## config.mk

```make
export PLATFORM = sky130hd
export DESIGN_NAME = tpi_trig
export DESIGN_NICKNAME = d
export VERILOG_FILES = /design/src/rtl/tpi_pkg.sv /design/src/rtl/tpi_trig.sv
export SDC_FILE = /design/constraint.sdc
export NUM_CORES = 1
export LEC_CHECK = 0
export ABC_AREA = 1
export BUFFER_PORTS_ARGS = -buffer_cell sky130_fd_sc_hd__buf_2
export CORE_ASPECT_RATIO = 1.1
export CORE_MARGIN = 8
export CORE_UTILIZATION = 50
export CTS_CLUSTER_SIZE = 16
export DETAILED_ROUTE_END_ITERATION = 16
export PLACE_DENSITY = 0.66
export SETUP_SLACK_MARGIN = 0.4
export SLEW_MARGIN = 0
export SYNTH_ARGS = -nofsm -noshare
export SYNTH_HDL_FRONTEND = slang
export SYNTH_SLANG_ARGS = --single-unit
```

## constraint.sdc

```tcl
create_clock -name clk -period 6.7 [get_ports clk]
set_input_delay 2.01 -clock clk [delete_from_list [all_inputs] [get_ports clk]]
set_output_delay 2.01 -clock clk [all_outputs]
set_load 0.05 [all_outputs]
```

## src/rtl/tpi_pkg.sv

```systemverilog
// Shared types, constants and lookup functions for the turtle path interpreter.
package tpi_pkg;

	localparam int SYM_W     = 8;
	localparam int COORD_W   = 32;
	localparam int ANG_W     = 16;
	localparam int STEP_W    = 31;
	localparam int MAG_W     = 17;
	localparam int CFG_W     = 64;
	localparam int CFG_IDX_W = 3;
	localparam int SLOT_MAX  = 8;

	localparam int FOLD_W = 15;
	localparam int FRAC_W = 9;
	localparam int IDX_W  = 6;

	localparam int PROD_W  = STEP_W + MAG_W;
	localparam int DELTA_W = PROD_W - 16;

	localparam int OFIFO_DEPTH = 4;
	localparam int OFIFO_PTR_W = 2;
	localparam int OFIFO_CNT_W = 3;

	localparam logic [CFG_IDX_W-1:0] REG_DRAW      = 3'd0;
	localparam logic [CFG_IDX_W-1:0] REG_LEFT      = 3'd1;
	localparam logic [CFG_IDX_W-1:0] REG_RIGHT     = 3'd2;
	localparam logic [CFG_IDX_W-1:0] REG_PUSH_POP  = 3'd3;
	localparam logic [CFG_IDX_W-1:0] REG_START_POS = 3'd4;
	localparam logic [CFG_IDX_W-1:0] REG_START_HDG = 3'd5;
	localparam logic [CFG_IDX_W-1:0] REG_TURN      = 3'd6;
	localparam logic [CFG_IDX_W-1:0] REG_STEP      = 3'd7;

	localparam logic [1:0] ERR_NONE  = 2'd0;
	localparam logic [1:0] ERR_FULL  = 2'd1;
	localparam logic [1:0] ERR_EMPTY = 2'd2;

	localparam logic [ANG_W-1:0]  QUARTER_TURN = 16'h4000;
	localparam logic [FOLD_W-1:0] QUARTER_SPAN = 15'd16384;
	localparam logic [MAG_W+FRAC_W-1:0] INTERP_HALF = 26'd256;
	localparam logic [PROD_W-1:0] ROUND_HALF = 48'd32768;

	typedef logic [SYM_W-1:0]          sym_t;
	typedef logic signed [COORD_W-1:0] coord_t;
	typedef logic [ANG_W-1:0]          angle_t;
	typedef logic [MAG_W-1:0]          mag_t;

	typedef struct packed {
		logic       draw;
		logic       restart;
		logic       push_wr;
		logic       pop_rd;
		logic [1:0] err;
	} pose_ctrl_t;

	typedef struct packed {
		coord_t     from_x;
		coord_t     from_y;
		coord_t     to_x;
		coord_t     to_y;
		logic       seg_valid;
		logic [1:0] err;
	} seg_t;

	function automatic mag_t qsine(input logic [IDX_W-1:0] k);
		mag_t v;
		unique case (k)
			6'd0:  v = 17'd0;
			6'd1:  v = 17'd3216;
			6'd2:  v = 17'd6424;
			6'd3:  v = 17'd9616;
			6'd4:  v = 17'd12785;
			6'd5:  v = 17'd15924;
			6'd6:  v = 17'd19024;
			6'd7:  v = 17'd22078;
			6'd8:  v = 17'd25080;
			6'd9:  v = 17'd28020;
			6'd10: v = 17'd30893;
			6'd11: v = 17'd33692;
			6'd12: v = 17'd36410;
			6'd13: v = 17'd39040;
			6'd14: v = 17'd41576;
			6'd15: v = 17'd44011;
			6'd16: v = 17'd46341;
			6'd17: v = 17'd48559;
			6'd18: v = 17'd50660;
			6'd19: v = 17'd52639;
			6'd20: v = 17'd54491;
			6'd21: v = 17'd56212;
			6'd22: v = 17'd57798;
			6'd23: v = 17'd59244;
			6'd24: v = 17'd60547;
			6'd25: v = 17'd61705;
			6'd26: v = 17'd62714;
			6'd27: v = 17'd63572;
			6'd28: v = 17'd64277;
			6'd29: v = 17'd64827;
			6'd30: v = 17'd65220;
			6'd31: v = 17'd65457;
			default: v = 17'd65536;
		endcase
		return v;
	endfunction

	function automatic logic in_set(input logic [CFG_W-1:0] r, input sym_t s, input int slots);
		logic hit;
		hit = 1'b0;
		for (int k = 0; k < SLOT_MAX; k++) begin
			if (k < slots && r[8*k +: 8] != 8'd0 && r[8*k +: 8] == s) begin
				hit = 1'b1;
			end
		end
		return hit;
	endfunction

endpackage

```

## src/rtl/tpi_trig.sv

```systemverilog
// Two-stage sine and cosine lookup with linear interpolation from the quarter-wave table.
module tpi_trig (
	input  logic            clk,
	input  tpi_pkg::angle_t hdg,
	output tpi_pkg::mag_t   cos_mag_s3,
	output logic            cos_neg_s3,
	output tpi_pkg::mag_t   sin_mag_s3,
	output logic            sin_neg_s3
);
	import tpi_pkg::*;

	angle_t ang [2];
	mag_t   mag_s3 [2];
	logic   neg_s3 [2];

	assign ang[0] = hdg + QUARTER_TURN;
	assign ang[1] = hdg;

	for (genvar i = 0; i < 2; i++) begin : g_lane
		logic [1:0]              quad;
		logic [FOLD_W-1:0]       qq;
		logic [IDX_W-1:0]        idx;
		mag_t                    a;
		mag_t                    b;
		mag_t                    a_s2;
		mag_t                    d_s2;
		logic [FRAC_W-1:0]       f_s2;
		logic                    neg_s2;
		logic [MAG_W+FRAC_W-1:0] prod;

		assign quad = ang[i][ANG_W-1 -: 2];
		assign qq   = quad[0] ? (QUARTER_SPAN - {1'b0, ang[i][FOLD_W-2:0]})
		                      : {1'b0, ang[i][FOLD_W-2:0]};
		assign idx  = qq[FOLD_W-1:FRAC_W];
		assign a    = qsine(idx);
		assign b    = qsine(idx + 6'd1);
		assign prod = (MAG_W+FRAC_W)'(d_s2) * (MAG_W+FRAC_W)'(f_s2);

		always_ff @(posedge clk) begin
			a_s2      <= a;
			d_s2      <= b - a;
			f_s2      <= qq[FRAC_W-1:0];
			neg_s2    <= quad[1];
			mag_s3[i] <= a_s2 + MAG_W'((prod + INTERP_HALF) >> FRAC_W);
			neg_s3[i] <= neg_s2;
		end
	end

	assign cos_mag_s3 = mag_s3[0];
	assign cos_neg_s3 = neg_s3[0];
	assign sin_mag_s3 = mag_s3[1];
	assign sin_neg_s3 = neg_s3[1];

endmodule

```

==> results of run 1 <==
cell usage after synthesis (32+ instances only):
library cell	number
a21oi_1	148
clkbuf_1	87
dfxtp_1	123
fa_1	214
ha_1	227
inv_1	462
nand2_1	887
nand3_1	190
nor2_1	142
o21ai_0	120
xnor2_1	32
xor2_1	66
per-layer routing:
layer	vias to the layer above	part of all wire [%]
li1	8936	-
met3	99	6.3
met4	2	2.4
met2	633	47
met1	8693	45
met5	-	0.018
critical path, stage by stage, from the launching register on:
cell and delay, ps:
dfxtp_2 360, buf_8 170, nand2_1 90, fa_1 540, inv_1 70, fa_1 500, inv_1 50, fa_1 540
inv_1 50, fa_1 380, fa_1 510, ha_4 310, nand2_1 70, inv_1 100, nand3_1 110, nor3_2 210
nand3_1 110, nand3_1 120, xor2_1 340, ha_1 320, a21o_1 210, a221oi_1 240, a21boi_0 220, nand2_1 100
nand3_1 90, nand2_1 60
worst max path at each step:
| stage | slack, ps | depth (start not counted) | endpoint | startpoint |
|---|---|---|---|---|
| after CTS | 390 | 25 | mag_s3[0][31] | g_lane[1].f_s2[4] |
| after detailed placement | 200 | 25 | mag_s3[0][31] | g_lane[1].f_s2[3] |
| after global placement | 260 | 25 | mag_s3[0][31] | g_lane[1].f_s2[3] |
| after global routing | 350 | 27 | mag_s3[0][14] | g_lane[1].f_s2[0] |
| after floorplan | 650 | 26 | g_lane[1].d_s2[14] | hdg[1] |
| final | 700 | 25 | mag_s3[0][33] | g_lane[1].f_s2[0] |
repair_timing:
action                                  4_1_cts  5_1_grt
endpoints found under the setup margin        7       19
buffers inserted                              0        2
resized for setup                             7       45
pin swaps                                     0        3
state kept, by name, indices dropped and copies added (netlist names):
signal	cells
mag_s3	34
g_lane.a_s2	34
g_lane.f_s2	17
g_lane.d_s2	34
neg_s3	2
g_lane.neg_s2	2
final cells by class:
type / count / area share, %
clock inverter: 12 / 0.6851
timing repair buffer: 104 / 3.115
multi-input combinational: 2164 / 71.18
tap: 507 / 2.969
inverter: 469 / 8.239
sequential: 123 / 11.68
clock buffer: 20 / 2.137
kinds of logic after synthesis:
family | after synthesis | share of synthesized area [%]
adder cells (fa/ha/maj) | 441 | 35.73
XOR/XNOR | 98 | 4.305
AND/OR/NAND/NOR | 1296 | 26.92
flip-flops | 123 | 12.35
buffers and inverters | 597 | 11.74
AO/OA/AOI/OAI | 329 | 8.956
stage by stage:
stage,utilization [%],setup slack (ps),hold slack [ps],cell area (µm²),std cells
final,54.41,700.8,330.4,21370,3399
after global placement,52.52,262.7,314.4,20630,3365
after CTS,54.08,389.6,333.9,21240,3397
after detailed placement,52.52,196.5,314.7,20630,3365
after global routing,54.41,352.3,343.3,21370,3399
after floorplan,-,650.8,309.6,19940,2884
==> flow_summary_export.csv, run 1 <==
group,metric,value,unit
timing,worst_pin_slew,659.8,ps
detailed_routing,finalWirelength,56540,µm
global_routing,met3_usage,3.077,%
detailed_routing,drt_iter0_drc,1384,
die,fp-row-count,76,
global_routing,grt.total_usage,24.86,%
clock_network,htreeDepth,4,
yosys,ys_ff_latch,123,
timing,fmax,166.7,MHz
status,outcome,"finished, final reports clean",
layout,multi_input_area,15210,µm²
yosys,ys.flop_type,"dfxtp_1",
placed_design,hpwl,46140,µm
layout,synthToLayoutAreaGrowth,7.173,%
die,io_pins,53,
layout,final_nets,3337,
yosys,yosys.area.top_type,"fa_1",
critical_path,r2r-start,"g_lane[1].f_s2[0]",
global_routing,grt_pass1_wl,93410,µm
global_routing,gr-total-overflow,0,
worst_hold_path,min-delay-path-class,"reg2reg",
critical_path,timing.rr.end,"mag_s3[0][33]",
clock_network,clk_path_buf_depth,2,
critical_path,crit_fanout,17,
timing,finalHoldViolCount,0,
detailed_routing,vias,18360,
worst_hold_path,worstHoldEndpoint,"neg_s3[0][0]",
worst_hold_path,hold_path_depth,0,
critical_path,critical_path_class,"reg2reg",
placed_design,port_buffers,52,
detailed_routing,first_pass_iters,5,
detailed_routing,avgRoutedWirePerCell,16.63,µm
timing,slew_headroom,55.91,%
die,die_x,206.4,µm
layout,drive_gt1_share,7.365,%
global_routing,gr-usage-met2,40.44,%
timing,slew_violations,0,
global_routing,antenna_found_initial,2,
worst_hold_path,min-delay-start,"g_lane[0].neg_s2",
yosys,ys_seq_area_share,12.35,%
clock_network,root_buffer,"clkbuf_16",
clock_network,hold_buffers,0,
die,die_h,225.4,µm
yosys,syn-cell-area,19940,µm²
timing,setup_tns,0,ps
layout,seqCellArea,2495,µm²
clock_network,insertion_delay,430,ps
yosys,syn_nets,3342,
clock_network,cts.reportedPaths.clkPinSlew,60,ps
layout,fill_cells,3904,
critical_path,reg2reg_slack,700,ps
critical_path,cp-start-kind,"flip-flop",
die,initial_utilization,50.76,%
clock_network,cts_buffers,17,
die,core,39270,µm²
timing,skew,11.94,ps
global_routing,grt_pass1_vias,18150,
layout,final_common_cell,"nand2_1",
critical_path,worstPathArrival,6320,ps
layout,antenna_cells,0,
critical_path,worstRegToRegCells,25,
detailed_routing,drc,0,
yosys,yosysTopAreaCellShare,21.49,%
yosys,synth-edff-count,0,
detailed_routing,vias_per_cell,5.402,
yosys,synthesis.instances,2884,
timing,fin_crit_sh,89.54,%
run,drv_cap,0,
critical_path,worst_ep_required_time,7020,ps
yosys,async_reset_ff_share,0,%
yosys,ys_types,46,
global_routing,grt-busiest-layer,"met2",
layout,final_cell_mix,"nand2_1 (885), inv_1 (461), ha_1 (226)",
yosys,ys_top_cells_by_area,"fa_1 (21%), nand2_1 (17%), ha_1 (14%), dfxtp_1 (12%), inv_1 (8.7%)",
die,dieArea,46530,µm²
yosys,yosys_warnings,0,
critical_path,cp-end-kind,"flip-flop",
global_routing,grt_max_degree,36,
clock_network,cts_tree,"done",
timing,rsz0062_at_grt,"yes",
detailed_routing,ant_nets,0,
clock_network,cts.sinks,123,
global_routing,grt_use_met1,33.95,%
yosys,avgSynthCellArea,6.913,µm²
timing,fin_crit,5999,ps
timing,setup_violations,0,
placed_design,globalplace.congestion,0.9874,
Power of run 1 is left out: the tool's default activity adds up to more than one toggle a clock period on the data nets, which glitch-free logic cannot reach.
==> run 2: changes to the inputs <==
==> constraint.sdc (replaced) <==
create_clock -name clk -period 6.9 [get_ports clk]
set_input_delay 2.07 -clock clk [delete_from_list [all_inputs] [get_ports clk]]
set_output_delay 2.07 -clock clk [all_outputs]
set_load 0.05 [all_outputs]
==> flow_summary_export.csv, run 2 (same netlist as run 1, synthesis figures left out) <==
group,metric,value,unit
timing,finalHoldViolCount,0,
global_routing,gr-total-overflow,0,
global_routing,antenna_found_initial,2,
global_routing,grt_pass1_vias,17990,
worst_hold_path,min-delay-path-class,"reg2reg",
detailed_routing,first_pass_iters,5,
layout,drive_gt1_share,6.759,%
timing,slew_violations,0,
die,fp-row-count,76,
timing,fin_crit,6157,ps
layout,final_util,54.12,%
clock_network,cts.reportedPaths.clkPinSlew,60,ps
layout,final_common_cell,"nand2_1",
clock_network,cts_tree,"done",
critical_path,reg2reg_slack,740,ps
detailed_routing,drt_iter0_drc,1404,
timing,slew_headroom,44.89,%
placed_design,globalplace.congestion,0.9484,
clock_network,cts_buffers,17,
clock_network,insertion_delay,440,ps
detailed_routing,avgRoutedWirePerCell,16.60,µm
placed_design,hpwl,46020,µm
layout,final_cell_mix,"nand2_1 (887), inv_1 (462), ha_1 (227)",
timing,fmax,162.4,MHz
layout,antenna_cells,0,
timing,skew,11.07,ps
critical_path,crit_fanout,9,
critical_path,critical_path_class,"reg2reg",
timing,worst_pin_slew,817.9,ps
critical_path,crit_buf_inv,3,
die,dieArea,46530,µm²
critical_path,cp-end-kind,"flip-flop",
detailed_routing,vias_per_cell,5.384,
detailed_routing,ant_nets,0,
global_routing,grt_pass1_wl,93160,µm
layout,largest_registers,"g_lane.a_s2 x34, g_lane.d_s2 x34, mag_s3 x34",
critical_path,r2r-start,"g_lane[1].d_s2[4]",
critical_path,critPathLaunch,"g_lane[1].d_s2[4]",
layout,final_nets,3330,
die,io_pins,53,
critical_path,crit_slowest_cell,"fa_1",
run,drv_cap,0,
timing,fin_crit_sh,89.24,%
critical_path,cp_slowest_stage_delay,540,ps
clock_network,root_buffer,"clkbuf_16",
worst_hold_path,min-delay-start,"g_lane[1].neg_s2",
clock_network,htreeDepth,4,
timing,setup_tns,0,ps
global_routing,grt.total_usage,24.86,%
detailed_routing,drc,0,
clock_network,cts.sinks,123,
critical_path,worstPathArrival,6520,ps
timing,setup_violations,0,
die,die_x,206.4,µm
detailed_routing,finalWirelength,56320,µm
layout,synthToLayoutAreaGrowth,6.608,%
clock_network,clk_path_buf_depth,2,
timing,rsz0062_at_grt,"yes",
critical_path,cp-start-kind,"flip-flop",
clock_network,hold_buffers,0,
die,core,39270,µm²
detailed_routing,vias,18260,
critical_path,worst_ep_required_time,7260,ps
global_routing,grt_max_degree,37,
layout,fill_cells,3952,
die,die_h,225.4,µm
layout,finalNonFillerCells,3392,
placed_design,dp.cells,3356,
die,initial_utilization,50.76,%
critical_path,crit_family,"adder cells",
placed_design,port_buffers,52,
status,outcome,"finished, final reports clean",
critical_path,critPathMostFrequentCell,"nand2_1",
## run 2: routing by layer
| layer | global-route usage (%) | wire [µm] | vias to the layer above |
|---|---|---|---|
| li1 | - | - | 8911 |
| met2 | 40.59 | 26540 | 596 |
| met1 | 33.75 | 25060 | 8670 |
| met5 | 0 | 0 | - |
| met3 | 2.991 | 3362 | 86 |
| met4 | 8.130 | 1360 | 0 |
## run 2: through the flow
step	hold WS (ps)	cell area [µm²]	worst slack [ps]
3_3_place_gp	316.9	20560	382.6
6_report	327.2	21250	742.8
3_5_place_dp	315.7	20560	275.5
4_1_cts	329.7	21170	459.1
5_1_grt	335.0	21250	366.6
2_1_floorplan	309.6	19940	790.8
## run 2: path summary, 6_finish.rpt
path	end	cells after the start
worst max-delay path	mag_s3[0][31]	25
worst max register to register	mag_s3[0][31]	25
worst min register to register	neg_s3[0][1]	0
worst min-delay path	neg_s3[0][1]	0
## run 2: area by class of cell
class,instances,area [µm²],area share (%)
multi-input cells,2164,15140,71.25
well taps,507,634.4,2.985
inverters,469,1760,8.283
repair buffers,97,610.6,2.873
clock inverters,12,137.6,0.6476
clock buffers,20,466.7,2.196
flip-flops and latches,123,2500,11.76
## run 2: timing repair
item / in CTS / in global routing
setup buffers: 0 / 4
gates resized for setup: 2 / 28
endpoints found under the setup margin: 2 / 13
Power of run 2 is left out for the same reason.
