<file path="src/rtl/tpi_pkg.sv">
// Shared types, constants and lookup functions for the turtle path interpreter.
package tpi_pkg;

	localparam int SYM_W     = 8;
	localparam int COORD_W   = 32;
	localparam int ANG_W     = 16;
	localparam int STEP_W    = 31;
	localparam int MAG_W     = 17;
	localparam int CFG_W     = 64;
	localparam int CFG_IDX_W = 3;
	localparam int SLOT_MAX  = 8;

	localparam int FOLD_W = 15;
	localparam int FRAC_W = 9;
	localparam int IDX_W  = 6;

	localparam int PROD_W  = STEP_W + MAG_W;
	localparam int DELTA_W = PROD_W - 16;

	localparam int OFIFO_DEPTH = 4;
	localparam int OFIFO_PTR_W = 2;
	localparam int OFIFO_CNT_W = 3;

	localparam logic [CFG_IDX_W-1:0] REG_DRAW      = 3'd0;
	localparam logic [CFG_IDX_W-1:0] REG_LEFT      = 3'd1;
	localparam logic [CFG_IDX_W-1:0] REG_RIGHT     = 3'd2;
	localparam logic [CFG_IDX_W-1:0] REG_PUSH_POP  = 3'd3;
	localparam logic [CFG_IDX_W-1:0] REG_START_POS = 3'd4;
	localparam logic [CFG_IDX_W-1:0] REG_START_HDG = 3'd5;
	localparam logic [CFG_IDX_W-1:0] REG_TURN      = 3'd6;
	localparam logic [CFG_IDX_W-1:0] REG_STEP      = 3'd7;

	localparam logic [1:0] ERR_NONE  = 2'd0;
	localparam logic [1:0] ERR_FULL  = 2'd1;
	localparam logic [1:0] ERR_EMPTY = 2'd2;

	localparam logic [ANG_W-1:0]  QUARTER_TURN = 16'h4000;
	localparam logic [FOLD_W-1:0] QUARTER_SPAN = 15'd16384;
	localparam logic [MAG_W+FRAC_W-1:0] INTERP_HALF = 26'd256;
	localparam logic [PROD_W-1:0] ROUND_HALF = 48'd32768;

	typedef logic [SYM_W-1:0]          sym_t;
	typedef logic signed [COORD_W-1:0] coord_t;
	typedef logic [ANG_W-1:0]          angle_t;
	typedef logic [MAG_W-1:0]          mag_t;

	typedef struct packed {
		logic       draw;
		logic       restart;
		logic       push_wr;
		logic       pop_rd;
		logic [1:0] err;
	} pose_ctrl_t;

	typedef struct packed {
		coord_t     from_x;
		coord_t     from_y;
		coord_t     to_x;
		coord_t     to_y;
		logic       seg_valid;
		logic [1:0] err;
	} seg_t;

	function automatic mag_t qsine(input logic [IDX_W-1:0] k);
		mag_t v;
		unique case (k)
			6'd0:  v = 17'd0;
			6'd1:  v = 17'd3216;
			6'd2:  v = 17'd6424;
			6'd3:  v = 17'd9616;
			6'd4:  v = 17'd12785;
			6'd5:  v = 17'd15924;
			6'd6:  v = 17'd19024;
			6'd7:  v = 17'd22078;
			6'd8:  v = 17'd25080;
			6'd9:  v = 17'd28020;
			6'd10: v = 17'd30893;
			6'd11: v = 17'd33692;
			6'd12: v = 17'd36410;
			6'd13: v = 17'd39040;
			6'd14: v = 17'd41576;
			6'd15: v = 17'd44011;
			6'd16: v = 17'd46341;
			6'd17: v = 17'd48559;
			6'd18: v = 17'd50660;
			6'd19: v = 17'd52639;
			6'd20: v = 17'd54491;
			6'd21: v = 17'd56212;
			6'd22: v = 17'd57798;
			6'd23: v = 17'd59244;
			6'd24: v = 17'd60547;
			6'd25: v = 17'd61705;
			6'd26: v = 17'd62714;
			6'd27: v = 17'd63572;
			6'd28: v = 17'd64277;
			6'd29: v = 17'd64827;
			6'd30: v = 17'd65220;
			6'd31: v = 17'd65457;
			default: v = 17'd65536;
		endcase
		return v;
	endfunction

	function automatic logic in_set(input logic [CFG_W-1:0] r, input sym_t s, input int slots);
		logic hit;
		hit = 1'b0;
		for (int k = 0; k < SLOT_MAX; k++) begin
			if (k < slots && r[8*k +: 8] != 8'd0 && r[8*k +: 8] == s) begin
				hit = 1'b1;
			end
		end
		return hit;
	endfunction

endpackage

</file>
<file path="src/rtl/tpi_fifo.sv">
// Result queue between the pipeline and the output channel.
module tpi_fifo (
	input  logic                            clk,
	input  logic                            arst_n,
	input  logic                            wr_en,
	input  tpi_pkg::seg_t                   wr_data,
	input  logic                            rd_en,
	output logic                            rd_valid,
	output tpi_pkg::seg_t                   rd_data,
	output logic [tpi_pkg::OFIFO_CNT_W-1:0] count
);
	import tpi_pkg::*;

	seg_t                   ent_q [OFIFO_DEPTH];
	logic [OFIFO_PTR_W-1:0] wr_ptr_q;
	logic [OFIFO_PTR_W-1:0] rd_ptr_q;
	logic [OFIFO_CNT_W-1:0] cnt_q;
	logic                   pop;

	assign rd_valid = cnt_q != '0;
	assign rd_data  = ent_q[rd_ptr_q];
	assign count    = cnt_q;
	assign pop      = rd_en && rd_valid;

	always_ff @(posedge clk) begin
		if (wr_en) begin
			ent_q[wr_ptr_q] <= wr_data;
		end
	end

	always_ff @(posedge clk or negedge arst_n) begin
		if (!arst_n) begin
			wr_ptr_q <= '0;
			rd_ptr_q <= '0;
			cnt_q    <= '0;
		end else begin
			if (wr_en) begin
				wr_ptr_q <= wr_ptr_q + OFIFO_PTR_W'(1);
			end
			if (pop) begin
				rd_ptr_q <= rd_ptr_q + OFIFO_PTR_W'(1);
			end
			cnt_q <= cnt_q + OFIFO_CNT_W'(wr_en) - OFIFO_CNT_W'(pop);
		end
	end

endmodule

</file>
<file path="config.mk">
export PLATFORM = sky130hd
export DESIGN_NAME = tpi_fifo
export DESIGN_NICKNAME = d
export VERILOG_FILES = /design/src/rtl/tpi_pkg.sv /design/src/rtl/tpi_fifo.sv
export SDC_FILE = /design/constraint.sdc
export NUM_CORES = 1
export LEC_CHECK = 0
export ABC_AREA = 1
export BUFFER_PORTS_ARGS = -buffer_cell sky130_fd_sc_hd__buf_2
export CAP_MARGIN = 0
export CORE_MARGIN = 2
export CORE_UTILIZATION = 50
export CTS_BUF_LIST = sky130_fd_sc_hd__clkbuf_4
export DETAILED_ROUTE_END_ITERATION = 10
export GPL_ROUTABILITY_DRIVEN = 1
export PLACE_DENSITY = 0.73
export REMOVE_ABC_BUFFERS = 1
export SYNTH_ARGS = -nofsm -noshare
export SYNTH_HDL_FRONTEND = slang
export SYNTH_SLANG_ARGS = --single-unit
</file>
<file path="constraint.sdc">
create_clock -name clk -period 4 [get_ports clk]
set_input_delay 0.4 -clock clk [delete_from_list [all_inputs] [get_ports clk]]
set_output_delay 0.4 -clock clk [all_outputs]
set_load 0.02 [all_outputs]
</file>
==> flow_summary.yaml, run 1 <==
status:
  result_of_the_run: "finished clean"
drt:
  via_count: 13853
  detail_route.first_pass.iterations: 5
  postRouteWirelength_microns: 43900
  final_antenna_net_count: 0
  dr.first_iter.drc_count: 924
  routed_wire_length_per_instance_microns: 15.6
  remaining_drc_errors: 0
  route.detailed.vias_per_inst: 4.92
critical_path:
  timing.rr.end: "ent_q[2][17]"
  crit_buf_inv: 3
  crit_slowest_cell: "buf_4"
  rr_startpoint: "wr_ptr_q[0]"
  cpLargestDelayFamily: "buffers and inverters"
  reg2reg_depth: 5
  nature_of_the_critical_path_startpoint: "flop"
  setup_slack_on_the_worst_flop_to_flop_path_ns: 1.79
  path_depth: 6
  crit_path_cell_trace: "inv_8, buf_4, nor2_1, o21ai_1, nand2_1, buf_2"
  critical_path_required_ns: 3.60
  crit_path_end: "rd_data[47]"
  timing.critical_path.arrival_ns: 2.71
  worstSetupPathType: "flop to output port"
  worstPathMaxFanout: 101
  slowest_delay_ns: 0.47
  critical_path.startpoint: "rd_ptr_q[1]"
  critical_path.endpoint_type: "output port"
sta:
  setup_viol: 0
  slew_worst_pin_ns: 0.959
  clock_period_minus_worst_slack_ns: 3.11
  finalClockSkew_ns: 0.0359
  count_of_pins_over_their_slew_limit: 0
  final_setup_margin_ns: 0.889
  timing.setup.tns_ns: 0
  max_freq_ghz: 0.321
  rsz0062_at_grt: "false"
  holdWs_ns: 0.315
  slew-limit-headroom_pct: 36.1
  final_hold_viol_count: 0
  final.period_utilization_pct: 77.8
grt:
  grt_overflow: 0
  grt_util_all_layers_pct: 20.5
  largest_net_degree_at_the_start_of_global_routing: 210
  vias_in_the_first_global_route: 14162
  number_of_antenna_violations_at_the_first_check_in_global_routing: 3
  grt_first_pass_wirelength_microns: 69900
clock_tree:
  clk_pin_slew_worst_paths_ns: 0.07
  cts_root_buf: "clkbuf_4"
  clk_latency_ns: 0.83
  number_of_buffers_created_by_cts: 137
  cts.sinks: 531
  clock_tree.buffer_depth: 3
  post_cts.resized_instances: 0
  tritoncts: "built"
  htree_num_levels: 4
place:
  dpl_cell_area_sq_um: 22700
  buffer_ports.inserted: 269
  dp_cells: 2448
  pre_cts_ws_ns: 1.75
  gp_routability_congestion: 0.729
  post-dp-hpwl_microns: 23900
floorplan:
  fp.dieH_microns: 209
  top_level_ports: 270
  floorplan.initialDensity_pct: 50.4
  placement_rows: 75
  floorplan.core_area_sq_um: 41700
  die_x_microns: 209
  floorplan.die_area_sq_um: 43600
cells_and_area:
  area.growth.synth_to_final_pct: 22.8
  post-route-cell-area_sq_um: 25800
  drive_gt1_share_pct: 21.7
  final_net_count: 2325
  seqCellArea_sq_um: 15900
  postLayoutCoreUtil_pct: 61.8
  fill_cells: 3174
  finish.cell_count_without_fillers: 2813
  multi_input_comb_area_sq_um: 3970
synthesis:
  post-synth-top-area-fraction_pct: 75.0
  synth_area_sq_um: 21000
  postSynthCellCount: 1712
  yosys-top-cells-area: "edfxtp_1 75%, nand2_1 7.3%, nor2_1 4.7%, o21ai_0 3.4%, o21ai_1 2.8%"
  yosys_register_bits: 531
  post_synth.cell_area_avg_sq_um: 12.3
  yosysSeqAreaShare_pct: 75.8
  netlist.top_cell.by_area: "edfxtp_1"
  ys_types: 18
  synth.yosys.warnings: 0
run:
  max_cap_viol_count: 0
min_path:
  min-delay-path-class: "primary input to flop"
power:
  final_total_power_mw: 19.0
  power.leakage_nw: 10.5
  cellPowerDensity_nw_per_um2: 737
  worst_ir_drop_vdd_v: 0.000824
-- cell families (layout without fill, tap and decap cells) --
logic type | count (synthesis) | in the layout | synth area share, %
compound gates | 263 | 263 | 6.27
xor+xnor | 3 | 3 | 0.125
fa+ha+maj | 7 | 7 | 0.453
buf+inv | 234 | 794 | 5.25
flops | 531 | 531 | 75.8
other cells | 0 | 2 | 0
simple gates | 674 | 674 | 12.1
-- flip-flops by register name, indices dropped and copies added, names as in the netlist --
register / cells
count: 3
wr_ptr_q: 2
ent_q: 524
rd_ptr_q: 2
-- cell usage in the layout, fill, tap and decap left out, drive strengths merged --
cell | synthesis | routed
inv | 146 | 151
clkbuf | 40 | 188
nor2 | 263 | 263
dlygate4sd3 | 0 | 135
bufinv | 0 | 4
ha | 6 | 6
dfrtp | 7 | 7
clkinv | 0 | 31
xor2 | 2 | 2
o21ai | 263 | 263
edfxtp | 524 | 524
nand3 | 2 | 2
fa | 1 | 1
xnor2 | 1 | 1
diode | 0 | 2
buf | 48 | 285
nand2 | 409 | 409
-- worst min path at each step --
stage | from | to | slack (ns) | depth (start not counted)
2_1_floorplan | arst_n | count[0] | 0.10 | 0
3_3_place_gp | arst_n | count[2] | 0.24 | 1
3_5_place_dp | arst_n | count[2] | 0.25 | 1
4_1_cts | wr_data[28] | ent_q[3][28] | 0.19 | 2
5_1_grt | wr_data[45] | ent_q[2][45] | 0.24 | 2
6_report | wr_data[45] | ent_q[1][45] | 0.31 | 2
-- synthesized netlist by cell type --
cell type / n
edfxtp_1: 524
nand2_1: 409
nor2_1: 263
inv_1: 145
o21ai_0: 144
o21ai_1: 119
clkbuf_1: 40
buf_6: 25
buf_1: 8
buf_2: 8
buf_4: 7
dfrtp_1: 7
ha_1: 6
nand3_1: 2
xor2_1: 2
fa_1: 1
inv_2: 1
xnor2_1: 1
-- cell type report --
type | instances | share of cell area, %
sequential | 531 | 61.8
timing repair buffer | 420 | 11.4
clock buffer | 188 | 5.48
multi-input combinational | 947 | 15.4
clock inverter | 40 | 1.02
inverter | 146 | 2.24
antenna | 2 | 0.0194
tap | 539 | 2.62
-- worst reg2reg max path, cell delays in order, from the launching register on --
cell,delay (ns)
dfrtp_1,0.42
inv_1,0.10
ha_1,0.16
nand2_1,0.11
inv_6,0.55
buf_4,0.51
-- power by group --
| part | internal [mW] | total [mW] | switching [mW] |
|---|---|---|---|
| clock | 2.42 | 4.46 | 2.04 |
| combinational | 2.02 | 7.01 | 4.99 |
| sequential | 7.27 | 7.51 | 0.240 |
-- repair_timing --
action,CTS,global route
buffers inserted,0,0
endpoints found under the hold margin,536,0
hold buffers,135,0
-- metal layers --
layer	track usage (%)	vias up	share of wire, %	wire [microns]
met5	0	-	0.030	13
met4	9.78	2	2.4	1060
met3	5.86	84	6.9	3020
met2	34.1	436	50	21900
met1	24.9	6523	41	17900
li1	-	6808	-	-
Note: power is estimated with default switching activity, not from simulation.
==> run 2: changes to the inputs <==
- ABC_AREA: 1 -> 0
- PLACE_DENSITY: 0.73 -> 0.74
- clock period: 4 -> 2.7 ns (I/O delays scaled with it)
==> run 2 against run 1 <==
  * Flip-flop and latch count unchanged
  * Global-route usage decreased by 0.60 points
  * Via count decreased by 29%
  * Final cell count decreased by 34%
  * Register-to-register slack got worse by 1.2 ns
  * Clock skew increased by 0.025 ns
  * Critical path type unchanged
  * Clock-buffer cell count decreased by 5
  * Worst setup slack got worse by 0.82 ns
==> flow_summary.yaml, run 2 <==
synthesis:
  synth.most_common_cell: "edfxtp_1"
  ys_dominant_reg_cell: "edfxtp_1"
  netlist.top_cell.by_area: "edfxtp_1"
  synth.yosys.warnings: 0
  yosys-top-cells-area: "edfxtp_1 82%, mux4_2 15%, dfrtp_1 0.91%, buf_6 0.53%, buf_2 0.42%"
  post_synth.cell_area_avg_sq_um: 26.8
  postSynthCellCount: 719
  async_reset_ff_share_pct: 1.32
  yosys-top-cells-count: "524 x edfxtp_1, 131 x mux4_2, 16 x buf_2, 9 x buf_6, 7 x dfrtp_1"
  synth_area_sq_um: 19300
  yosys_register_bits: 531
  post-synth-top-area-fraction_pct: 81.6
  synth_enable_flop_cells: 524
  yosysSeqAreaShare_pct: 82.5
  ys_types: 17
place:
  post-dp-hpwl_microns: 22800
  pre_cts_ws_ns: 0.556
  buffer_ports.inserted: 269
  gp_routability_congestion: 0.747
critical_path:
  crit_top_cell: "buf_6"
  nature_of_the_critical_path_startpoint: "flop"
  worstPathMaxFanout: 13
  timing.rr.end: "count[2]"
  crit_buf_inv: 3
  crit_slowest_cell: "mux4_2"
  critical_path_required_ns: 2.43
  rr_startpoint: "count[1]"
  worstSetupPathType: "flop to output port"
  timing.critical_path.arrival_ns: 2.36
  reg2reg_depth: 7
  cpLargestDelayFamily: "buffers and inverters"
  slowest_delay_ns: 0.54
  crit_path_cell_trace: "buf_12, buf_6, mux4_2, buf_6"
  setup_slack_on_the_worst_flop_to_flop_path_ns: 0.58
  critical_path.endpoint_type: "output port"
cells_and_area:
  area.growth.synth_to_final_pct: 29.3
  final_net_count: 1422
  postLayoutCoreUtil_pct: 65.9
  largest-register: "ent_q"
  number_of_flip_flops_under_the_largest_register_name: 524
  layout_commonest_cell: "edfxtp_1"
  layout_common_cells: "524 x edfxtp_1, 244 x buf_2, 184 x clkbuf_4"
  drive_gt1_share_pct: 48.0
clock_tree:
  clk_pin_slew_worst_paths_ns: 0.07
  number_of_buffers_created_by_cts: 133
  cts.sinks: 531
  htree_num_levels: 4
  clk_latency_ns: 0.79
  clock_tree.buffer_depth: 3
  tritoncts: "built"
  cts_root_buf: "clkbuf_4"
grt:
  number_of_antenna_violations_at_the_first_check_in_global_routing: 2
  largest_net_degree_at_the_start_of_global_routing: 74
  grt_util_all_layers_pct: 19.9
  vias_in_the_first_global_route: 10903
  grt_first_pass_wirelength_microns: 60700
  grt_overflow: 0
  use_met3_pct: 6.78
  global_route.peak_usage_layer: "met2"
  grt_util_met2_pct: 33.2
  global_route.usage.met1_pct: 24.8
sta:
  timing.setup.tns_ns: 0
  slew-limit-headroom_pct: 61.4
  setup_viol: 0
  final_setup_margin_ns: 0.0653
  clock_period_minus_worst_slack_ns: 2.63
  finalClockSkew_ns: 0.0611
  final.period_utilization_pct: 97.6
  max_freq_ghz: 0.380
  slew_worst_pin_ns: 0.580
  count_of_pins_over_their_slew_limit: 0
  final_hold_viol_count: 0
  rsz0062_at_grt: "true"
min_path:
  hold-path-endpoint: "ent_q[0][34]"
  min-delay-path-class: "primary input to flop"
  holdCritStartpoint: "wr_data[34]"
  min_path_cells: 2
drt:
  final_antenna_net_count: 0
  remaining_drc_errors: 0
  dr.first_iter.drc_count: 547
  routed_wire_length_per_instance_microns: 21.6
  route.detailed.vias_per_inst: 5.24
  detail_route.first_pass.iterations: 4
  postRouteWirelength_microns: 40300
  via_count: 9791
status:
  result_of_the_run: "finished clean"
floorplan:
  top_level_ports: 270
  floorplan.die_area_sq_um: 40100
  fp.dieH_microns: 200
  floorplan.initialDensity_pct: 50.9
  floorplan.core_area_sq_um: 37800
  placement_rows: 71
  die_x_microns: 200
power:
  worst_ir_drop_vdd_v: 0.000924
  cellPowerDensity_nw_per_um2: 1090
  power.leakage_nw: 8.85
run:
  max_cap_viol_count: 0
run 2: cell count changes in the layout (fill, tap and decap cells not counted), sizes merged, moves of 4 or more:
cell	change
and2	+4
buf	+30
mux4	+131
inv	-141
clkinv	-11
nor2	-263
o21ai	-262
nand2	-408
run 2: worst max path at each step:
stage	to	cells after the start	slack [ns]	from
2_1_floorplan	rd_ptr_q[1]	2	-3.72	rd_ptr_q[0]
3_3_place_gp	rd_data[85]	3	0.57	rd_ptr_q[0]
3_5_place_dp	rd_data[85]	3	0.56	rd_ptr_q[0]
4_1_cts	rd_data[103]	4	-0.07	rd_ptr_q[0]
5_1_grt	rd_data[4]	4	-0.08	rd_ptr_q[0]
6_report	rd_data[4]	4	0.07	rd_ptr_q[0]
run 2: area by class of cell:
cell class                      count  area (sq um)
Sequential cell                   531         15900
Fill cell                        2471         12900
Timing Repair Buffer              456          3620
Multi-Input combinational cell    152          3160
Clock buffer                      183          1370
Tap cell                          511           639
Clock inverter                     29           196
Inverter                            6          22.5
Antenna cell                        2          5.00
run 2: logic make-up after synthesis:
logic type	synth area share [%]
xor gates and xnor gates	0.227
AOI/OAI and AO/OA	0.117
DFF	82.5
buffers and inverters	1.16
adders and majority gates	0.493
muxes	15.3
and+or+nand+nor	0.182
run 2: per-layer routing:
layer	routed length [microns]	vias up
met4	544	0
li1	-	4314
met5	0	-
met3	2810	46
met1	15900	5064
met2	21100	367
run 2: repair_timing:
action,CTS,global route
cloned,0,7
hold buffers,135,0
setup buffers,3,1
resized for setup,29,34
endpoints found under the hold margin,537,0
pin swaps,0,0
endpoints found under the setup margin,120,92
run 2: through the flow:
| step | hold slack (ns) | cell area, sq um | total power, mW | instances |
|---|---|---|---|---|
| 2_1_floorplan | -0.0256 | 19100 | 16.2 | 689 |
| 3_3_place_gp | 0.108 | 21600 | 19.9 | 1510 |
| 3_5_place_dp | 0.126 | 21600 | 20.0 | 1510 |
| 4_1_cts | 0.127 | 24700 | 26.8 | 1860 |
| 5_1_grt | 0.135 | 24900 | 28.4 | 1870 |
| 6_report | 0.227 | 24900 | 27.1 | 1870 |
run 2: report_power, final:
group | total, mW | internal [mW] | switching, mW
Clock | 6.33 | 3.39 | 2.94
Combinational | 9.60 | 4.28 | 5.32
Sequential | 11.1 | 10.8 | 0.364
Total | 27.1 | 18.4 | 8.63
==> run 3: changes to the inputs <==
- PLACE_DENSITY: 0.74 -> 0.71
- clock period: 2.7 -> 3.11 ns (I/O delays scaled with it)
==> run 3 against run 2 <==
  * Via count fell by 1.2%
  * Worst setup slack better by 0.23 ns
  * Clock skew decreased by 0.0098 ns
  * Flip-flop and latch count is the same
  * Core utilization fell by 0.86 points
  * Clock-buffer cell count is 22 higher
  * Final cell count up 0.43%
  * Cell area fell by 1.3%
  * Critical path depth is 1 lower
  * Register-to-register slack better by 0.34 ns
  * Critical path type unchanged
==> flow_summary.yaml, run 3 (same netlist as run 2, synthesis figures left out) <==
status:
  result_of_the_run: "finished clean"
floorplan:
  placement_rows: 71
  die_x_microns: 200
  top_level_ports: 270
  floorplan.core_area_sq_um: 37800
  floorplan.die_area_sq_um: 40100
  fp.dieH_microns: 200
  floorplan.initialDensity_pct: 50.9
grt:
  grt_overflow: 0
  vias_in_the_first_global_route: 10778
  number_of_antenna_violations_at_the_first_check_in_global_routing: 4
  grt_first_pass_wirelength_microns: 60000
  largest_net_degree_at_the_start_of_global_routing: 59
  grt_util_all_layers_pct: 19.8
clock_tree:
  number_of_buffers_created_by_cts: 136
  tritoncts: "built"
  cts_root_buf: "clkbuf_4"
  htree_num_levels: 4
  clk_latency_ns: 0.82
  cts.sinks: 531
  clk_pin_slew_worst_paths_ns: 0.07
  clock_tree.buffer_depth: 3
drt:
  final_antenna_net_count: 0
  top_layer_used: "met4"
  met3WireLength_microns: 3100
  routed_wire_length_per_instance_microns: 20.6
  dr_wl_met2_microns: 19600
  postRouteWirelength_microns: 38700
  detail_route.first_pass.iterations: 5
  dr.first_iter.drc_count: 472
  route.detailed.vias_per_inst: 5.15
  remaining_drc_errors: 0
  via_count: 9672
  post_route_met1_wirelength_microns: 15300
critical_path:
  worstSetupPathType: "flop to output port"
  worstPathMaxFanout: 58
  critical_path.endpoint_type: "output port"
  timing.critical_path.arrival_ns: 2.51
  critical_path_required_ns: 2.80
  nature_of_the_critical_path_startpoint: "flop"
  reg2reg_depth: 7
power:
  power.combinational.fraction_pct: 32.4
  power.share.sequential_pct: 42.2
  cellPowerDensity_nw_per_um2: 938
  switching_share_of_total_power_pct: 31.8
  netSwitchingPower_mw: 7.34
  power.leakage_nw: 8.74
  worst_ir_drop_vdd_v: 0.000587
  internal_power_mw: 15.7
  clkPwrFrac_pct: 25.3
sta:
  slew_worst_pin_ns: 0.661
  count_of_pins_over_their_slew_limit: 0
  holdWs_ns: 0.244
  final_hold_viol_count: 0
  final.period_utilization_pct: 90.6
  rsz0062_at_grt: "false"
  finalClockSkew_ns: 0.0513
  clock_period_minus_worst_slack_ns: 2.82
  max_freq_ghz: 0.355
  slew-limit-headroom_pct: 55.9
  setup_viol: 0
place:
  post-dp-hpwl_microns: 22400
  gp_routability_congestion: 0.715
  buffer_ports.inserted: 269
cells_and_area:
  layout_commonest_cell: "edfxtp_1"
  number_of_flip_flops_under_the_largest_register_name: 524
  final_net_count: 1410
  largest-register: "ent_q"
  layout_common_cells: "524 x edfxtp_1, 269 x buf_2, 205 x clkbuf_4"
  area.growth.synth_to_final_pct: 27.6
  postLayoutCoreUtil_pct: 65.0
  drive_gt1_share_pct: 48.3
run:
  max_cap_viol_count: 0
min_path:
  min_path_cells: 2
  min-delay-path-class: "primary input to flop"
-- run 3: cell count changes in the layout (fill, tap and decap cells not counted) --
cell,delta
buf_16,-2
diode_2,+4
buf_12,-7
clkinv_1,-2
buf_6,-26
buf_4,+1
buf_2,+25
clkbuf_16,-5
clkinvlp_4,-1
inv_2,-1
clkbuf_4,+21
clkinv_2,+1
-- run 3: layout make-up --
class	count	area [sq um]
multi-input combinational	152	3160
tap	511	639
clock inverter	26	183
clock buffer	205	1540
antenna	6	15.0
sequential	531	15900
inverter	6	22.5
timing repair buffer	441	3130
fill	2547	13200
-- run 3: per-layer routing --
| metal | global-route usage [%] | vias to the layer above |
|---|---|---|
| met3 | 7.45 | 74 |
| li1 | - | 4314 |
| met1 | 24.4 | 4931 |
| met5 | 0 | - |
| met2 | 32.6 | 353 |
| met4 | 7.01 | 0 |
-- run 3: what timing repair did --
| item | CTS | global route |
|---|---|---|
| hold buffers | 135 | 0 |
| endpoints found under the hold margin | 536 | 0 |
| endpoints found under the setup margin | 30 | 0 |
| gates resized for setup | 1 | 0 |
| setup buffers | 3 | 0 |
-- run 3: final timing paths --
path	from	to	slack, ns
worst min register to register	wr_ptr_q[0]	wr_ptr_q[0]	0.54
max in group asynchronous	arst_n	wr_ptr_q[1]	2.31
min in group asynchronous	arst_n	rd_ptr_q[1]	0.49
worst max-delay path	rd_ptr_q[1]	rd_data[125]	0.29
worst max register to register	count[1]	count[2]	0.92
worst min-delay path	wr_data[115]	ent_q[0][115]	0.24
-- run 3: stage by stage --
step	std cells	cell area, sq um	power, mW	setup TNS, ns	worst slack (ns)
2_1_floorplan	689	19100	14.3	-921.85	-3.31
3_3_place_gp	1503	21500	17.2	0	0.843
3_5_place_dp	1503	21500	17.3	0	0.832
4_1_cts	1872	24600	23.4	0	0.184
5_1_grt	1876	24600	24.2	0	0.0890
6_report	1878	24600	23.1	0	0.293
-- run 3: power by group through the flow --
stage | registers (mW) | logic, mW | clock network, mW
global placement | 9.87 | 7.34 | 0
CTS | 9.76 | 7.62 | 6.01
finish | 9.74 | 7.48 | 5.85
detailed placement | 9.95 | 7.37 | 0
floorplan | 10.4 | 3.96 | 0
global route | 9.85 | 7.98 | 6.42
-- run 3: critical path: stages (launching register included) --
cell and delay (ns):
dfrtp_4 0.68, buf_12 0.35, mux4_2 0.40, buf_2 0.18
